$ cat config.mk
export PLATFORM = sky130hd
export DESIGN_NAME = shake_toggle_detector
export DESIGN_NICKNAME = d
export VERILOG_FILES = /design/src/rtl/shk_pkg.sv /design/src/rtl/shk_ram.sv /design/src/rtl/shk_sumsq.sv /design/src/rtl/shk_isqrt.sv /design/src/rtl/shake_toggle_detector.sv
export SDC_FILE = /design/constraint.sdc
export NUM_CORES = 1
export LEC_CHECK = 0
export ABC_AREA = 1
export BUFFER_PORTS_ARGS = -buffer_cell sky130_fd_sc_hd__buf_2
export CORE_MARGIN = 2
export CORE_UTILIZATION = 40
export CTS_CLUSTER_DIAMETER = 40
export DETAILED_ROUTE_END_ITERATION = 12
export SLEW_MARGIN = 10
export SYNTH_ARGS = -nofsm -noshare
export SYNTH_HDL_FRONTEND = slang
export SYNTH_SLANG_ARGS = --single-unit
$ cat constraint.sdc
create_clock -name clk -period 6.2 [get_ports clk]
set_clock_uncertainty 0.15 [all_clocks]
set_input_delay 0.31 -clock clk [delete_from_list [all_inputs] [get_ports clk]]
set_output_delay 0.31 -clock clk [all_outputs]
set_load 0.02 [all_outputs]
$ cat src/rtl/shk_pkg.sv
`timescale 1ns / 1ps
// Shared types and constants of the shake toggle detector.
// No dependencies; shk_sumsq, shk_isqrt, the top level and the bench import this package.
package shk_pkg;

    // Field widths fixed by the interface.
    localparam int RATE_W    = 16;
    localparam int ROOT_W    = 16;
    localparam int SUMSQ_W   = 32;
    localparam int CUTOFF_W  = 16;
    localparam int TOTAL_W   = 21;
    localparam int DIGIT_W   = 2;

    // Largest magnitude three 16-bit rates can produce.
    localparam int MAG_MAX = 56755;

    // Reported window total saturates here.
    localparam logic [TOTAL_W-1:0] TOTAL_MAX = '1;

    // Configuration port.
    localparam int PADDR_W    = 3;
    localparam int APB_DATA_W = 32;
    localparam int REG_IDX_W  = PADDR_W - 2;
    localparam logic [REG_IDX_W-1:0] REG_MOTION_CUTOFF = '0;
    localparam logic [CUTOFF_W-1:0]  CUTOFF_RESET      = 16'd20000;

    typedef struct packed {
        logic signed [RATE_W-1:0] rate_x;
        logic signed [RATE_W-1:0] rate_y;
        logic signed [RATE_W-1:0] rate_z;
    } sample_t;

    typedef struct packed {
        logic [ROOT_W-1:0]  magnitude;
        logic [TOTAL_W-1:0] window_total;
        logic               high_motion;
        logic               led_on;
        logic               toggled;
    } result_t;

endpackage

$ cat src/rtl/shk_ram.sv
`timescale 1ns / 1ps
// Generic single-write, single-read RAM with a registered read port.
// Depends on nothing.
module shk_ram #(
    parameter int WIDTH = 16,
    parameter int DEPTH = 20
) (
    input  logic                     clk,
    input  logic                     we,
    input  logic [$clog2(DEPTH)-1:0] waddr,
    input  logic [WIDTH-1:0]         wdata,
    input  logic [$clog2(DEPTH)-1:0] raddr,
    output logic [WIDTH-1:0]         rdata
);

    logic [WIDTH-1:0] mem [DEPTH];

    always_ff @(posedge clk)
    begin
        if (we)
        begin
            mem[waddr] <= wdata;
        end
        rdata <= mem[raddr];
    end

endmodule

$ cat src/rtl/shk_sumsq.sv
`timescale 1ns / 1ps
// Sum of the squared absolute rates of one sample, two multiplier bits per cycle.
// Depends on shk_pkg.
module shk_sumsq
    import shk_pkg::*;
(
    input  logic                clk,
    input  logic                rst_n,
    input  logic                start,
    input  sample_t             sample,
    output logic [SUMSQ_W-1:0]  sum,
    output logic                done
);

    localparam int STEPS  = RATE_W / DIGIT_W;
    localparam int CNT_W  = $clog2(STEPS);
    localparam int TERM_W = RATE_W + 3;
    localparam int ACC_W  = SUMSQ_W + 1;
    localparam int AXES   = 3;

    logic [RATE_W-1:0] a_reg  [AXES];
    logic [RATE_W:0]   a3_reg [AXES];
    logic [RATE_W-1:0] m_reg  [AXES];
    logic [ACC_W-1:0]  acc_reg;
    logic [ACC_W-1:0]  acc_next;
    logic [CNT_W-1:0]  cnt_reg;
    logic              busy_reg;
    logic              done_reg;
    logic [RATE_W-1:0] abs_in [AXES];
    logic [TERM_W-1:0] term   [AXES];
    logic [TERM_W-1:0] digit_sum;
    logic [TERM_W-1:0] upper_sum;

    function automatic logic [RATE_W-1:0] abs_rate(input logic [RATE_W-1:0] v);
        logic [RATE_W-1:0] neg;
        neg = ~v + 1'b1;
        return v[RATE_W-1] ? neg : v;
    endfunction

    always_comb
    begin
        abs_in[0] = abs_rate(sample.rate_x);
        abs_in[1] = abs_rate(sample.rate_y);
        abs_in[2] = abs_rate(sample.rate_z);
    end

    // Each lane multiplies its rate by the low digit of its shifting copy.
    always_comb
    begin
        for (int j = 0; j < AXES; j++)
        begin
            case (m_reg[j][DIGIT_W-1:0])
                2'd0:    term[j] = '0;
                2'd1:    term[j] = TERM_W'(a_reg[j]);
                2'd2:    term[j] = TERM_W'({a_reg[j], 1'b0});
                default: term[j] = TERM_W'(a3_reg[j]);
            endcase
        end
        digit_sum = term[0] + term[1] + term[2];
        upper_sum = TERM_W'(acc_reg[ACC_W-1:RATE_W]) + digit_sum;
        acc_next  = {upper_sum, acc_reg[RATE_W-1:DIGIT_W]};
    end

    always_ff @(posedge clk or negedge rst_n)
    begin
        if (!rst_n)
        begin
            busy_reg <= 1'b0;
            done_reg <= 1'b0;
            cnt_reg  <= '0;
        end
        else
        begin
            done_reg <= 1'b0;
            if (start)
            begin
                busy_reg <= 1'b1;
                cnt_reg  <= '0;
            end
            else if (busy_reg)
            begin
                cnt_reg <= cnt_reg + 1'b1;
                if (cnt_reg == CNT_W'(STEPS - 1))
                begin
                    busy_reg <= 1'b0;
                    done_reg <= 1'b1;
                end
            end
        end
    end

    always_ff @(posedge clk)
    begin
        if (start)
        begin
            for (int j = 0; j < AXES; j++)
            begin
                a_reg[j]  <= abs_in[j];
                a3_reg[j] <= {1'b0, abs_in[j]} + {abs_in[j], 1'b0};
                m_reg[j]  <= abs_in[j];
            end
            acc_reg <= '0;
        end
        else if (busy_reg)
        begin
            for (int j = 0; j < AXES; j++)
            begin
                m_reg[j] <= m_reg[j] >> DIGIT_W;
            end
            acc_reg <= acc_next;
        end
    end

    assign sum  = acc_reg[SUMSQ_W-1:0];
    assign done = done_reg;

endmodule

$ cat src/rtl/shk_isqrt.sv
`timescale 1ns / 1ps
// Floor integer square root, one root bit per cycle (restoring digit method).
// Depends on shk_pkg.
module shk_isqrt
    import shk_pkg::*;
(
    input  logic                clk,
    input  logic                rst_n,
    input  logic                start,
    input  logic [SUMSQ_W-1:0]  radicand,
    output logic [ROOT_W-1:0]   root,
    output logic                done
);

    localparam int STEPS = ROOT_W;
    localparam int CNT_W = $clog2(STEPS);
    localparam int REM_W = ROOT_W + 1;
    localparam int TRY_W = REM_W + 2;

    logic [SUMSQ_W-1:0] rad_reg;
    logic [REM_W-1:0]   rem_reg;
    logic [ROOT_W-1:0]  root_reg;
    logic [CNT_W-1:0]   cnt_reg;
    logic               busy_reg;
    logic               done_reg;
    logic [TRY_W-1:0]   partial;
    logic [TRY_W-1:0]   trial;
    logic [TRY_W-1:0]   diff;
    logic               fits;

    always_comb
    begin
        partial = {rem_reg, rad_reg[SUMSQ_W-1 -: 2]};
        trial   = TRY_W'({root_reg, 2'b01});
        diff    = partial - trial;
        fits    = (partial >= trial);
    end

    always_ff @(posedge clk or negedge rst_n)
    begin
        if (!rst_n)
        begin
            busy_reg <= 1'b0;
            done_reg <= 1'b0;
            cnt_reg  <= '0;
        end
        else
        begin
            done_reg <= 1'b0;
            if (start)
            begin
                busy_reg <= 1'b1;
                cnt_reg  <= '0;
            end
            else if (busy_reg)
            begin
                cnt_reg <= cnt_reg + 1'b1;
                if (cnt_reg == CNT_W'(STEPS - 1))
                begin
                    busy_reg <= 1'b0;
                    done_reg <= 1'b1;
                end
            end
        end
    end

    always_ff @(posedge clk)
    begin
        if (start)
        begin
            rad_reg  <= radicand;
            rem_reg  <= '0;
            root_reg <= '0;
        end
        else if (busy_reg)
        begin
            rad_reg <= rad_reg << 2;
            if (fits)
            begin
                rem_reg  <= diff[REM_W-1:0];
                root_reg <= {root_reg[ROOT_W-2:0], 1'b1};
            end
            else
            begin
                rem_reg  <= partial[REM_W-1:0];
                root_reg <= {root_reg[ROOT_W-2:0], 1'b0};
            end
        end
    end

    assign root = root_reg;
    assign done = done_reg;

endmodule

$ cat src/rtl/shake_toggle_detector.sv
`timescale 1ns / 1ps
// Shake toggle detector: top level. Each transaction on the sample channel carries
// one signed three-axis gyro rate and produces exactly one transaction on the result
// channel. The block forms the magnitude floor(sqrt(x*x + y*y + z*z)), keeps the last
// WINDOW magnitudes in a ring (all zero after reset) together with their running
// total, and compares that total exactly against motion_cutoff * WINDOW. A total
// above the limit raises high_motion; a later total below it drops the flag and
// toggles the LED, which the result reports with toggled. A total equal to the
// limit changes nothing. window_total saturates at 2097151, which only a WINDOW
// above 36 can reach. A transaction passes from acceptance through the radix-4
// squaring unit, the bit-serial square root, the ring update and the threshold
// decision, in that order; a new sample is accepted only once the block is back
// in idle after the decision. The result sits in an output register, so the next
// sample is accepted while it waits; only a result still unaccepted when the
// following decision is ready holds the block. motion_cutoff lives at byte address
// 0 of the APB-style port and resets to 20000; the user must write it only while
// the block is idle, which the block itself does not enforce.
// Depends on shk_pkg, shk_sumsq, shk_isqrt and shk_ram.
module shake_toggle_detector
    import shk_pkg::*;
#(
    parameter int WINDOW = 20
) (
    input  logic                   clk,
    input  logic                   rst_n,

    input  logic                   sample_valid,
    output logic                   sample_ready,
    input  sample_t                sample,

    output logic                   result_valid,
    input  logic                   result_ready,
    output result_t                result,

    input  logic                   psel,
    input  logic                   penable,
    input  logic                   pwrite,
    input  logic [PADDR_W-1:0]     paddr,
    input  logic [APB_DATA_W-1:0]  pwdata,
    output logic [APB_DATA_W-1:0]  prdata,
    output logic                   pready
);

    // Ring pointer, internal total and limit widths all follow from WINDOW.
    localparam int PTR_W = $clog2(WINDOW);
    localparam int SUM_W = $clog2(WINDOW * MAG_MAX + 1);
    localparam int LIM_W = CUTOFF_W + $clog2(WINDOW + 1);
    localparam int CMP_W = (SUM_W > LIM_W) ?
                           ((SUM_W > TOTAL_W) ? SUM_W : TOTAL_W) :
                           ((LIM_W > TOTAL_W) ? LIM_W : TOTAL_W);

    typedef enum logic [1:0] {
        S_IDLE,
        S_MUL,
        S_ROOT,
        S_DECIDE
    } state_t;

    state_t              state_reg;
    logic [CUTOFF_W-1:0] cutoff_reg;
    logic [LIM_W-1:0]    limit_reg;
    logic [PTR_W-1:0]    ptr_reg;
    logic [PTR_W-1:0]    ptr_next;
    logic [WINDOW-1:0]   vld_reg;
    logic [SUM_W-1:0]    total_reg;
    logic [SUM_W-1:0]    total_next;
    logic                flag_reg;
    logic                lamp_reg;
    logic                result_valid_reg;
    result_t             result_reg;

    logic                cfg_write;
    logic                accept;
    logic                load;
    logic                root_start;
    logic [SUMSQ_W-1:0]  sumsq;
    logic                sumsq_done;
    logic [ROOT_W-1:0]   mag;
    logic                mag_done;
    logic [ROOT_W-1:0]   ring_rdata;
    logic [ROOT_W-1:0]   ring_old;
    logic [CMP_W-1:0]    total_ext;
    logic [CMP_W-1:0]    limit_ext;
    logic                above;
    logic                below;
    logic                flag_next;
    logic                lamp_next;
    logic                tog_next;
    logic [TOTAL_W-1:0]  shown;

    // Configuration port. Bits below the register index select bytes and are ignored.
    assign pready    = 1'b1;
    assign cfg_write = psel && penable && pwrite && pready;
    assign prdata    = (paddr[PADDR_W-1:2] == REG_MOTION_CUTOFF) ?
                       APB_DATA_W'(cutoff_reg) : '0;

    assign sample_ready = (state_reg == S_IDLE);
    assign accept       = sample_valid && sample_ready;
    assign root_start   = (state_reg == S_MUL) && sumsq_done;
    assign load         = !result_valid_reg || result_ready;

    shk_sumsq u_sumsq (
        .clk    (clk),
        .rst_n  (rst_n),
        .start  (accept),
        .sample (sample),
        .sum    (sumsq),
        .done   (sumsq_done)
    );

    shk_isqrt u_isqrt (
        .clk      (clk),
        .rst_n    (rst_n),
        .start    (root_start),
        .radicand (sumsq),
        .root     (mag),
        .done     (mag_done)
    );

    // The ring is read continuously at the pointer; the data is settled long before
    // the root finishes, and the slot is written when the new magnitude arrives.
    shk_ram #(
        .WIDTH (ROOT_W),
        .DEPTH (WINDOW)
    ) u_ring (
        .clk   (clk),
        .we    (mag_done),
        .waddr (ptr_reg),
        .wdata (mag),
        .raddr (ptr_reg),
        .rdata (ring_rdata)
    );

    // A slot that was never written since reset counts as zero.
    always_comb
    begin
        ring_old   = vld_reg[ptr_reg] ? ring_rdata : '0;
        total_next = total_reg - SUM_W'(ring_old) + SUM_W'(mag);
        ptr_next   = (ptr_reg == PTR_W'(WINDOW - 1)) ? '0 : ptr_reg + 1'b1;
    end

    // Threshold decision on the updated total.
    always_comb
    begin
        total_ext = CMP_W'(total_reg);
        limit_ext = CMP_W'(limit_reg);
        above     = (total_ext > limit_ext);
        below     = (total_ext < limit_ext);
        flag_next = flag_reg;
        lamp_next = lamp_reg;
        tog_next  = 1'b0;
        if (flag_reg && below)
        begin
            flag_next = 1'b0;
            lamp_next = !lamp_reg;
            tog_next  = 1'b1;
        end
        else if (!flag_reg && above)
        begin
            flag_next = 1'b1;
        end
        shown = (total_ext > CMP_W'(TOTAL_MAX)) ? TOTAL_MAX : total_ext[TOTAL_W-1:0];
    end

    always_ff @(posedge clk or negedge rst_n)
    begin
        if (!rst_n)
        begin
            state_reg        <= S_IDLE;
            cutoff_reg       <= CUTOFF_RESET;
            ptr_reg          <= '0;
            vld_reg          <= '0;
            total_reg        <= '0;
            flag_reg         <= 1'b0;
            lamp_reg         <= 1'b0;
            result_valid_reg <= 1'b0;
        end
        else
        begin
            if (cfg_write && (paddr[PADDR_W-1:2] == REG_MOTION_CUTOFF))
            begin
                cutoff_reg <= pwdata[CUTOFF_W-1:0];
            end

            // A new result replaces the one taken in the same cycle.
            if ((state_reg == S_DECIDE) && load)
            begin
                result_valid_reg <= 1'b1;
            end
            else if (result_ready)
            begin
                result_valid_reg <= 1'b0;
            end

            case (state_reg)
                S_IDLE:
                begin
                    if (accept)
                    begin
                        state_reg <= S_MUL;
                    end
                end
                S_MUL:
                begin
                    if (sumsq_done)
                    begin
                        state_reg <= S_ROOT;
                    end
                end
                S_ROOT:
                begin
                    if (mag_done)
                    begin
                        total_reg        <= total_next;
                        vld_reg[ptr_reg] <= 1'b1;
                        ptr_reg          <= ptr_next;
                        state_reg        <= S_DECIDE;
                    end
                end
                S_DECIDE:
                begin
                    if (load)
                    begin
                        flag_reg  <= flag_next;
                        lamp_reg  <= lamp_next;
                        state_reg <= S_IDLE;
                    end
                end
                default:
                begin
                    state_reg <= S_IDLE;
                end
            endcase
        end
    end

    // Payload registers carry no reset.
    always_ff @(posedge clk)
    begin
        limit_reg <= LIM_W'(cutoff_reg * WINDOW);
        if ((state_reg == S_DECIDE) && load)
        begin
            result_reg.magnitude    <= mag;
            result_reg.window_total <= shown;
            result_reg.high_motion  <= flag_next;
            result_reg.led_on       <= lamp_next;
            result_reg.toggled      <= tog_next;
        end
    end

    assign result_valid = result_valid_reg;
    assign result       = result_reg;

    // The ring pointer never leaves the window.
    a_ptr_range: assert property (@(posedge clk) disable iff (!rst_n)
        ptr_reg <= PTR_W'(WINDOW - 1))
        else $error("ring pointer outside the window");

    // The running total never exceeds a full window of largest magnitudes.
    a_total_bound: assert property (@(posedge clk) disable iff (!rst_n)
        total_reg <= SUM_W'(WINDOW * MAG_MAX))
        else $error("running total out of range");

    // A toggle always ends the high-motion episode.
    a_toggle_clears: assert property (@(posedge clk) disable iff (!rst_n)
        result_valid_reg |-> !(result_reg.toggled && result_reg.high_motion))
        else $error("toggle reported while high motion still set");

    // The lamp changes exactly when a result reports a toggle.
    a_lamp_follows: assert property (@(posedge clk) disable iff (!rst_n)
        ((state_reg == S_DECIDE) && load) |=>
            ((lamp_reg != $past(lamp_reg)) == result_reg.toggled))
        else $error("lamp state and toggle flag disagree");

endmodule

* After elaboration in Yosys (flattened, before gate mapping) *
Memories as Yosys holds them, arrays and structs flattened. A register that Yosys moved wholly into a read port is not among the register bits.
Index checks and enable logic that the tools add are counted.

word-level totals
  register bits after elaboration = 235
  memory bits (writable) = 467
  input port bits = 90
  output and inout port bits = 75
  logic and storage cells = 151
  memories kept = 4

cells by class
  add/subtract/negate cells = 15
  multipliers = 1
  order comparisons = 6
  equal/unequal tests = 16
  mux-type cells = 54
  bitwise operators = 8
  reductions and logical operators = 23

memories
  name            depth  bits a word  read ports  clocked after memory_dff  write ports  line             source
  u_ring.mem      20     16           1           1                         1            shk_ram.sv:16    logic [WIDTH-1:0] mem [DEPTH];
  u_sumsq.a3_reg  3      17           3           0                         3            shk_sumsq.sv:22  logic [RATE_W:0] a3_reg [AXES];
  u_sumsq.a_reg   3      16           3           0                         3            shk_sumsq.sv:21  logic [RATE_W-1:0] a_reg [AXES];
  u_sumsq.m_reg   3      16           3           0                         3            shk_sumsq.sv:23  logic [RATE_W-1:0] m_reg [AXES];

operators with widths
  cell                                                    count
  one-hot mux 17 bit (3 select lines)                     3
  two-way mux 16 bit                                      8
  two-way mux 32 bit                                      2
  adder 16 x 17 -> 17 bit                                 3
  adder 16 x 1 -> 16 bit (second input constant)          3
  NOT 16 bit                                              3
  two-way mux 1 bit                                       28
  adder 21 x 16 -> 21 bit                                 1
  greater-than comparator 21 bit                          1
  greater-than comparator 21 bit (second input constant)  1
  < comparator 21 bit                                     1
  subtractor 21 x 16 -> 21 bit                            1
  OR 20 bit                                               1
  adder 17 x 19 -> 19 bit                                 1
  adder 19 x 17 -> 19 bit                                 1
  greater-or-equal comparator 19 x 18 -> 1 bit            1
  multiplier 16 x 3 -> 19 bit (second input constant)     1
  adder 17 x 17 -> 18 bit                                 1
  two-way mux 17 bit                                      1
  subtractor 17 bit                                       1
  == test 2 bit (second input constant)                   5
  logical AND 1 bit                                       9
  == test 2 x 1 -> 1 bit (second input constant)          4
  zero test 2 bit                                         4
  other kinds (24)                                        38

* Depth between registers and ports, before layout *
An unclocked memory read counts as a cell.

  depth after elaboration = 6
  mapped depth = 28
  gate-level depth less buffers = 28

* Modules after synthesis *
Synthesis repeated with hierarchy kept, for this count alone.

second synthesis, totals
  cells, all modules = 4,267
  area, all modules = 38,384.3 µm²

by module, submodules not included
  module                 instances  cells an instance  area each (µm²)  sequential area each (µm²)
  shk_ram                1          1,096              13,275.2         9,929.5
  shk_sumsq              1          1,620              12,944.9         5,109.9
  shake_toggle_detector  1          1,003              8,135.3          3,264.4
  shk_isqrt              1          548                4,028.9          1,771.7

* Least setup slack after synthesis *
OpenSTA, ideal clock, no wires.

  path kind = register -> register
  start = register state_reg[0]
  end = memory u_sumsq.m_reg[0][0], enable pin
  library setup time = 431 ps
  arrival = 4,735 ps
  data required time = 5,619 ps
  slack = 884 ps
  cell stages (with the launch flop) = 8
  buffers on the path = 1
  period minus slack after synthesis = 5,316 ps
  path through = dfrtp_1 > inv_1 > ha_1 > nand2_1 > inv_1 > nor2_2 > inv_1 > clkbuf_1

RTL lines
  item                    line                          source
  start, declared         shake_toggle_detector.sv:59   state_t state_reg;
  start signal, assigned  shake_toggle_detector.sv:169  state_reg <= S_IDLE;
  start signal, assigned  shake_toggle_detector.sv:200  state_reg <= S_MUL;
  start signal, assigned  shake_toggle_detector.sv:207  state_reg <= S_ROOT;
  end, declared           shk_sumsq.sv:23

==> results.py <==
metrics = {
    "setup_path": {
        "cpMostUsedCell": "nand2_1",
        "required_ns": 6.56,
        "cp-end-kind": "flop",
        "cp_num_buf_inv": 3,
        "path_cells": "clkinv_1 > nand2_1 > o21ai_0 > o21ai_0 > inv_1 > fa_1 > nand2_1 > nand2_1 > o21ai_1 > o21ai_1 > nand3_1 > nand2_1 > xnor2_1 > fa_1 > inv_1 > ha_1 > nand2_1 > nor2_1 > nand4_1 > or2_0 > nand2_1 > a21oi_1 > o21ai_1 > o21ai_0",
        "start_kind": "flop",
        "max_stage_delay_ns": 0.58,
        "worst_path_max_delay_cell": "edfxtp_1",
        "path_delay_family": "simple AND/OR/NAND/NOR gates",
        "crit_type": "flop to flop",
        "crit_fanout": 12,
        "crit_cells": 24,
        "worstRegToRegCells": 24,
        "cp.arrival_ns": 5.53,
    },
    "yosys": {
        "synth_seq_cells": 715,
        "synthArstFlopShare": 0.1091,
        "synth_cells": 3868,
        "yosys_warnings": 0,
        "yosysSeqAreaShare": 0.5467,
        "synth_edf_count": 536,
        "avgSynthCellArea_um2": 9.494,
        "ys.flop_type": "edfxtp_1",
        "ys_types": 54,
        "synth_area_um2": 36720,
    },
    "timing": {
        "relSlewSlack": 0.2367,
        "maxSlewViolCount": 0,
        "finalCritPeriodShare": 0.8336,
        "rsz0062_at_grt": "no",
        "timing.fmax_mhz": 193.5,
        "final.setup.tns_ns": 0,
        "fin_crit_ns": 5.168,
        "setup_viol": 0,
        "hold_viol": 0,
        "tightest_slew_ns": 1.141,
        "hold-worst-slack_ns": 0.03558,
    },
    "pwr": {
        "p_sw_frac": 0.4323,
        "pwr-share-seq": 0.292,
        "p_clk_frac": 0.234,
        "leakage_nw": 18.50,
        "intPower_mw": 14.24,
        "p_sw_mw": 10.84,
        "ir_drop_mv": 0.4944,
        "p_per_area_nw_per_um2": 587.7,
        "p_comb_frac": 0.473,
    },
    "routing": {
        "postRouteAntennaNets": 0,
        "met3_length_um": 4343,
        "avgViaCountPerCell": 5.051,
        "drt-total-wl_um": 86990,
        "vias": 26920,
        "top_layer": "met4",
        "wire_per_inst_um": 16.32,
        "met2WireLength_um": 41400,
        "initialDrtViolationCount": 1949,
        "drt_drc_violations_left": 0,
        "dr.pass1.iters": 5,
        "wl_met1_um": 39230,
    },
    "finish": {
        "drive_gt1_frac": 0.09387,
        "utilization": 0.4670,
        "nets": 4370,
        "area_growth_syn_to_layout_pct": 16.23,
        "diodes": 0,
        "instances_no_fill": 5330,
        "largest_reg_flops": 320,
    },
    "clocking": {
        "worstSkewPairLatency_ns": 0.69,
        "cts_tree": "built",
        "clockRootBuffer": "clkbuf_16",
        "ctsResizeCount": 0,
        "cts_buffers": 102,
        "cts.clk_slew.worst_paths_ns": 0.06,
        "cts_htree_levels": 3,
        "cts_hold_buffers": 64,
        "cts_buffer_depth": 3,
        "clkSinkCount": 715,
        "post_cts_buffers": 0,
    },
    "grt": {
        "grt_pass1_wl_um": 138800,
        "grt_max_degree": 99,
        "grt_pass1_vias": 26140,
        "overflow": 0,
        "antenna_found_initial": 0,
        "grt_use_total": 0.1849,
    },
    "die": {
        "io_pins": 165,
        "dieArea_um2": 94240,
        "core_um2": 91390,
        "initial_core_util": 0.4018,
        "die_h_um": 307.0,
        "num_rows": 111,
        "fp.dieW_um": 307.0,
    },
    "min_path": {
        "min_path_cells": 3,
        "hold_class": "input port to flop",
    },
    "placement": {
        "gp_congestion": 0.8799,
        "hpwl_um": 57960,
        "placed_cells": 5076,
        "port_buffers": 129,
    },
    "outcome": {
        "status": "finished, final reports clean",
    },
    "job": {
        "cap_violations": 0,
    },
}
[per-layer routing]
metal | global-route usage | vias to the layer above
met5 | 0 | -
met4 | 0.04969 | 0
met3 | 0.03170 | 127
met2 | 0.3166 | 629
met1 | 0.2421 | 12680
li1 | - | 13490
[worst reg2reg max path, stage by stage (launching register included)]
cell and delay [ns]:
edfxtp_1 0.58, clkinv_1 0.34, nand2_1 0.33, o21ai_0 0.12
o21ai_0 0.09, inv_1 0.14, fa_1 0.47, nand2_1 0.09
nand2_1 0.05, o21ai_1 0.18, o21ai_1 0.18, nand3_1 0.10
nand2_1 0.08, xnor2_1 0.20, fa_1 0.52, inv_1 0.04
ha_1 0.34, nand2_1 0.13, nor2_1 0.20, nand4_1 0.12
or2_0 0.21, nand2_1 0.11, a21oi_1 0.07, o21ai_1 0.11
o21ai_0 0.09
[cell usage after synthesis (29+ instances only)]
cell	instances	area, um^2
a21oi_1	212	1061
clkbuf_1	111	416.7
dfrtp_1	73	1827
dfxtp_1	101	2022
edfxtp_1	536	16100
fa_1	39	780.8
ha_1	183	2290
inv_1	472	1772
nand2_1	725	2721
nand3_1	126	630.6
nand4_1	46	287.8
nor2_1	404	1516
nor3_1	40	200.2
o21ai_0	316	1582
o21ai_1	29	145.1
o22ai_1	147	919.6
xnor2_1	30	262.8
xor2_1	88	770.7
[final timing paths]
kind	startpoint	to	slack [ns]
max reg2reg	u_sumsq.m_reg[0][17]	u_sumsq.acc_reg[24]	1.03
min in group asynchronous	rst_n	cutoff_reg[13]	0.53
min reg2reg	cutoff_reg[1]	limit_ext[3]	0.27
min	sample[22]	u_sumsq.a_reg[0][22]	0.04
max	u_sumsq.m_reg[0][17]	u_sumsq.acc_reg[24]	1.03
max in group asynchronous	rst_n	ptr_reg[0]	4.53
[stage by stage]
step | setup slack, ns | instance area (um^2) | total power, mW
6_report | 1.032 | 42680 | 25.08
5_1_grt | 0.5333 | 42680 | 27.32
4_1_cts | 1.049 | 42680 | 25.21
3_5_place_dp | 1.072 | 38490 | 19.19
3_3_place_gp | 1.134 | 38490 | 19.02
2_1_floorplan | 0.8836 | 36780 | 16.22
[cells in the final DEF (no fill, tap or decap), types with 8 or more instances in the layout]
cell,instances
dfrtp_1,71
nor2_1,403
clkbuf_1,12
dfxtp_1,101
clkinv_2,13
nor2_2,14
xnor2_1,30
fa_1,39
buf_2,128
dlygate4sd3_1,63
ha_1,183
bufinv_16,8
a21oi_1,212
inv_6,10
conb_1,17
buf_4,39
nand3b_1,10
o21ai_0,316
o221ai_1,8
clkbuf_16,103
o22ai_1,147
nand2_1,723
o21ai_1,29
and2_1,10
inv_8,14
nand3_1,126
inv_1,468
a21o_1,12
nor3_1,38
xor2_1,88
clkinvlp_4,9
o21bai_1,21
nand4_1,46
edfxtp_1,536
[power by group through the flow]
| stage | combinational, mW | sequential, mW | clock, mW |
|---|---|---|---|
| 3_3_place_gp | 11.6 | 7.42 | 0 |
| 3_5_place_dp | 11.8 | 7.44 | 0 |
| 2_1_floorplan | 9.11 | 7.10 | 0 |
| 5_1_grt | 13.7 | 7.46 | 6.20 |
| 4_1_cts | 11.9 | 7.35 | 5.99 |
| 6_report | 11.9 | 7.34 | 5.88 |
[logic make-up (layout without fill, tap and decap cells)]
group / count (synthesis) / after routing / share of synthesized area
xor gates and xnor gates: 118 / 118 / 0.02814
adders and majority gates: 222 / 222 / 0.08361
buffers and inverters: 640 / 901 / 0.06917
DFF: 715 / 715 / 0.5467
AOI/OAI and AO/OA: 780 / 780 / 0.1169
and+or+nand+nor: 1391 / 1391 / 0.1553
other: 2 / 17 / 0.0002045
[final cells by class]
type | count | area, um^2
Clock inverter | 71 | 863.3
Fill cell | 8569 | 48700
Sequential cell | 715 | 20080
Inverter | 480 | 1807
Timing Repair Buffer | 231 | 1584
Multi-Input combinational cell | 2528 | 14180
Tap cell | 1186 | 1484
Clock buffer | 119 | 2678
No activity file was read; power rests on OpenSTA's default activity.
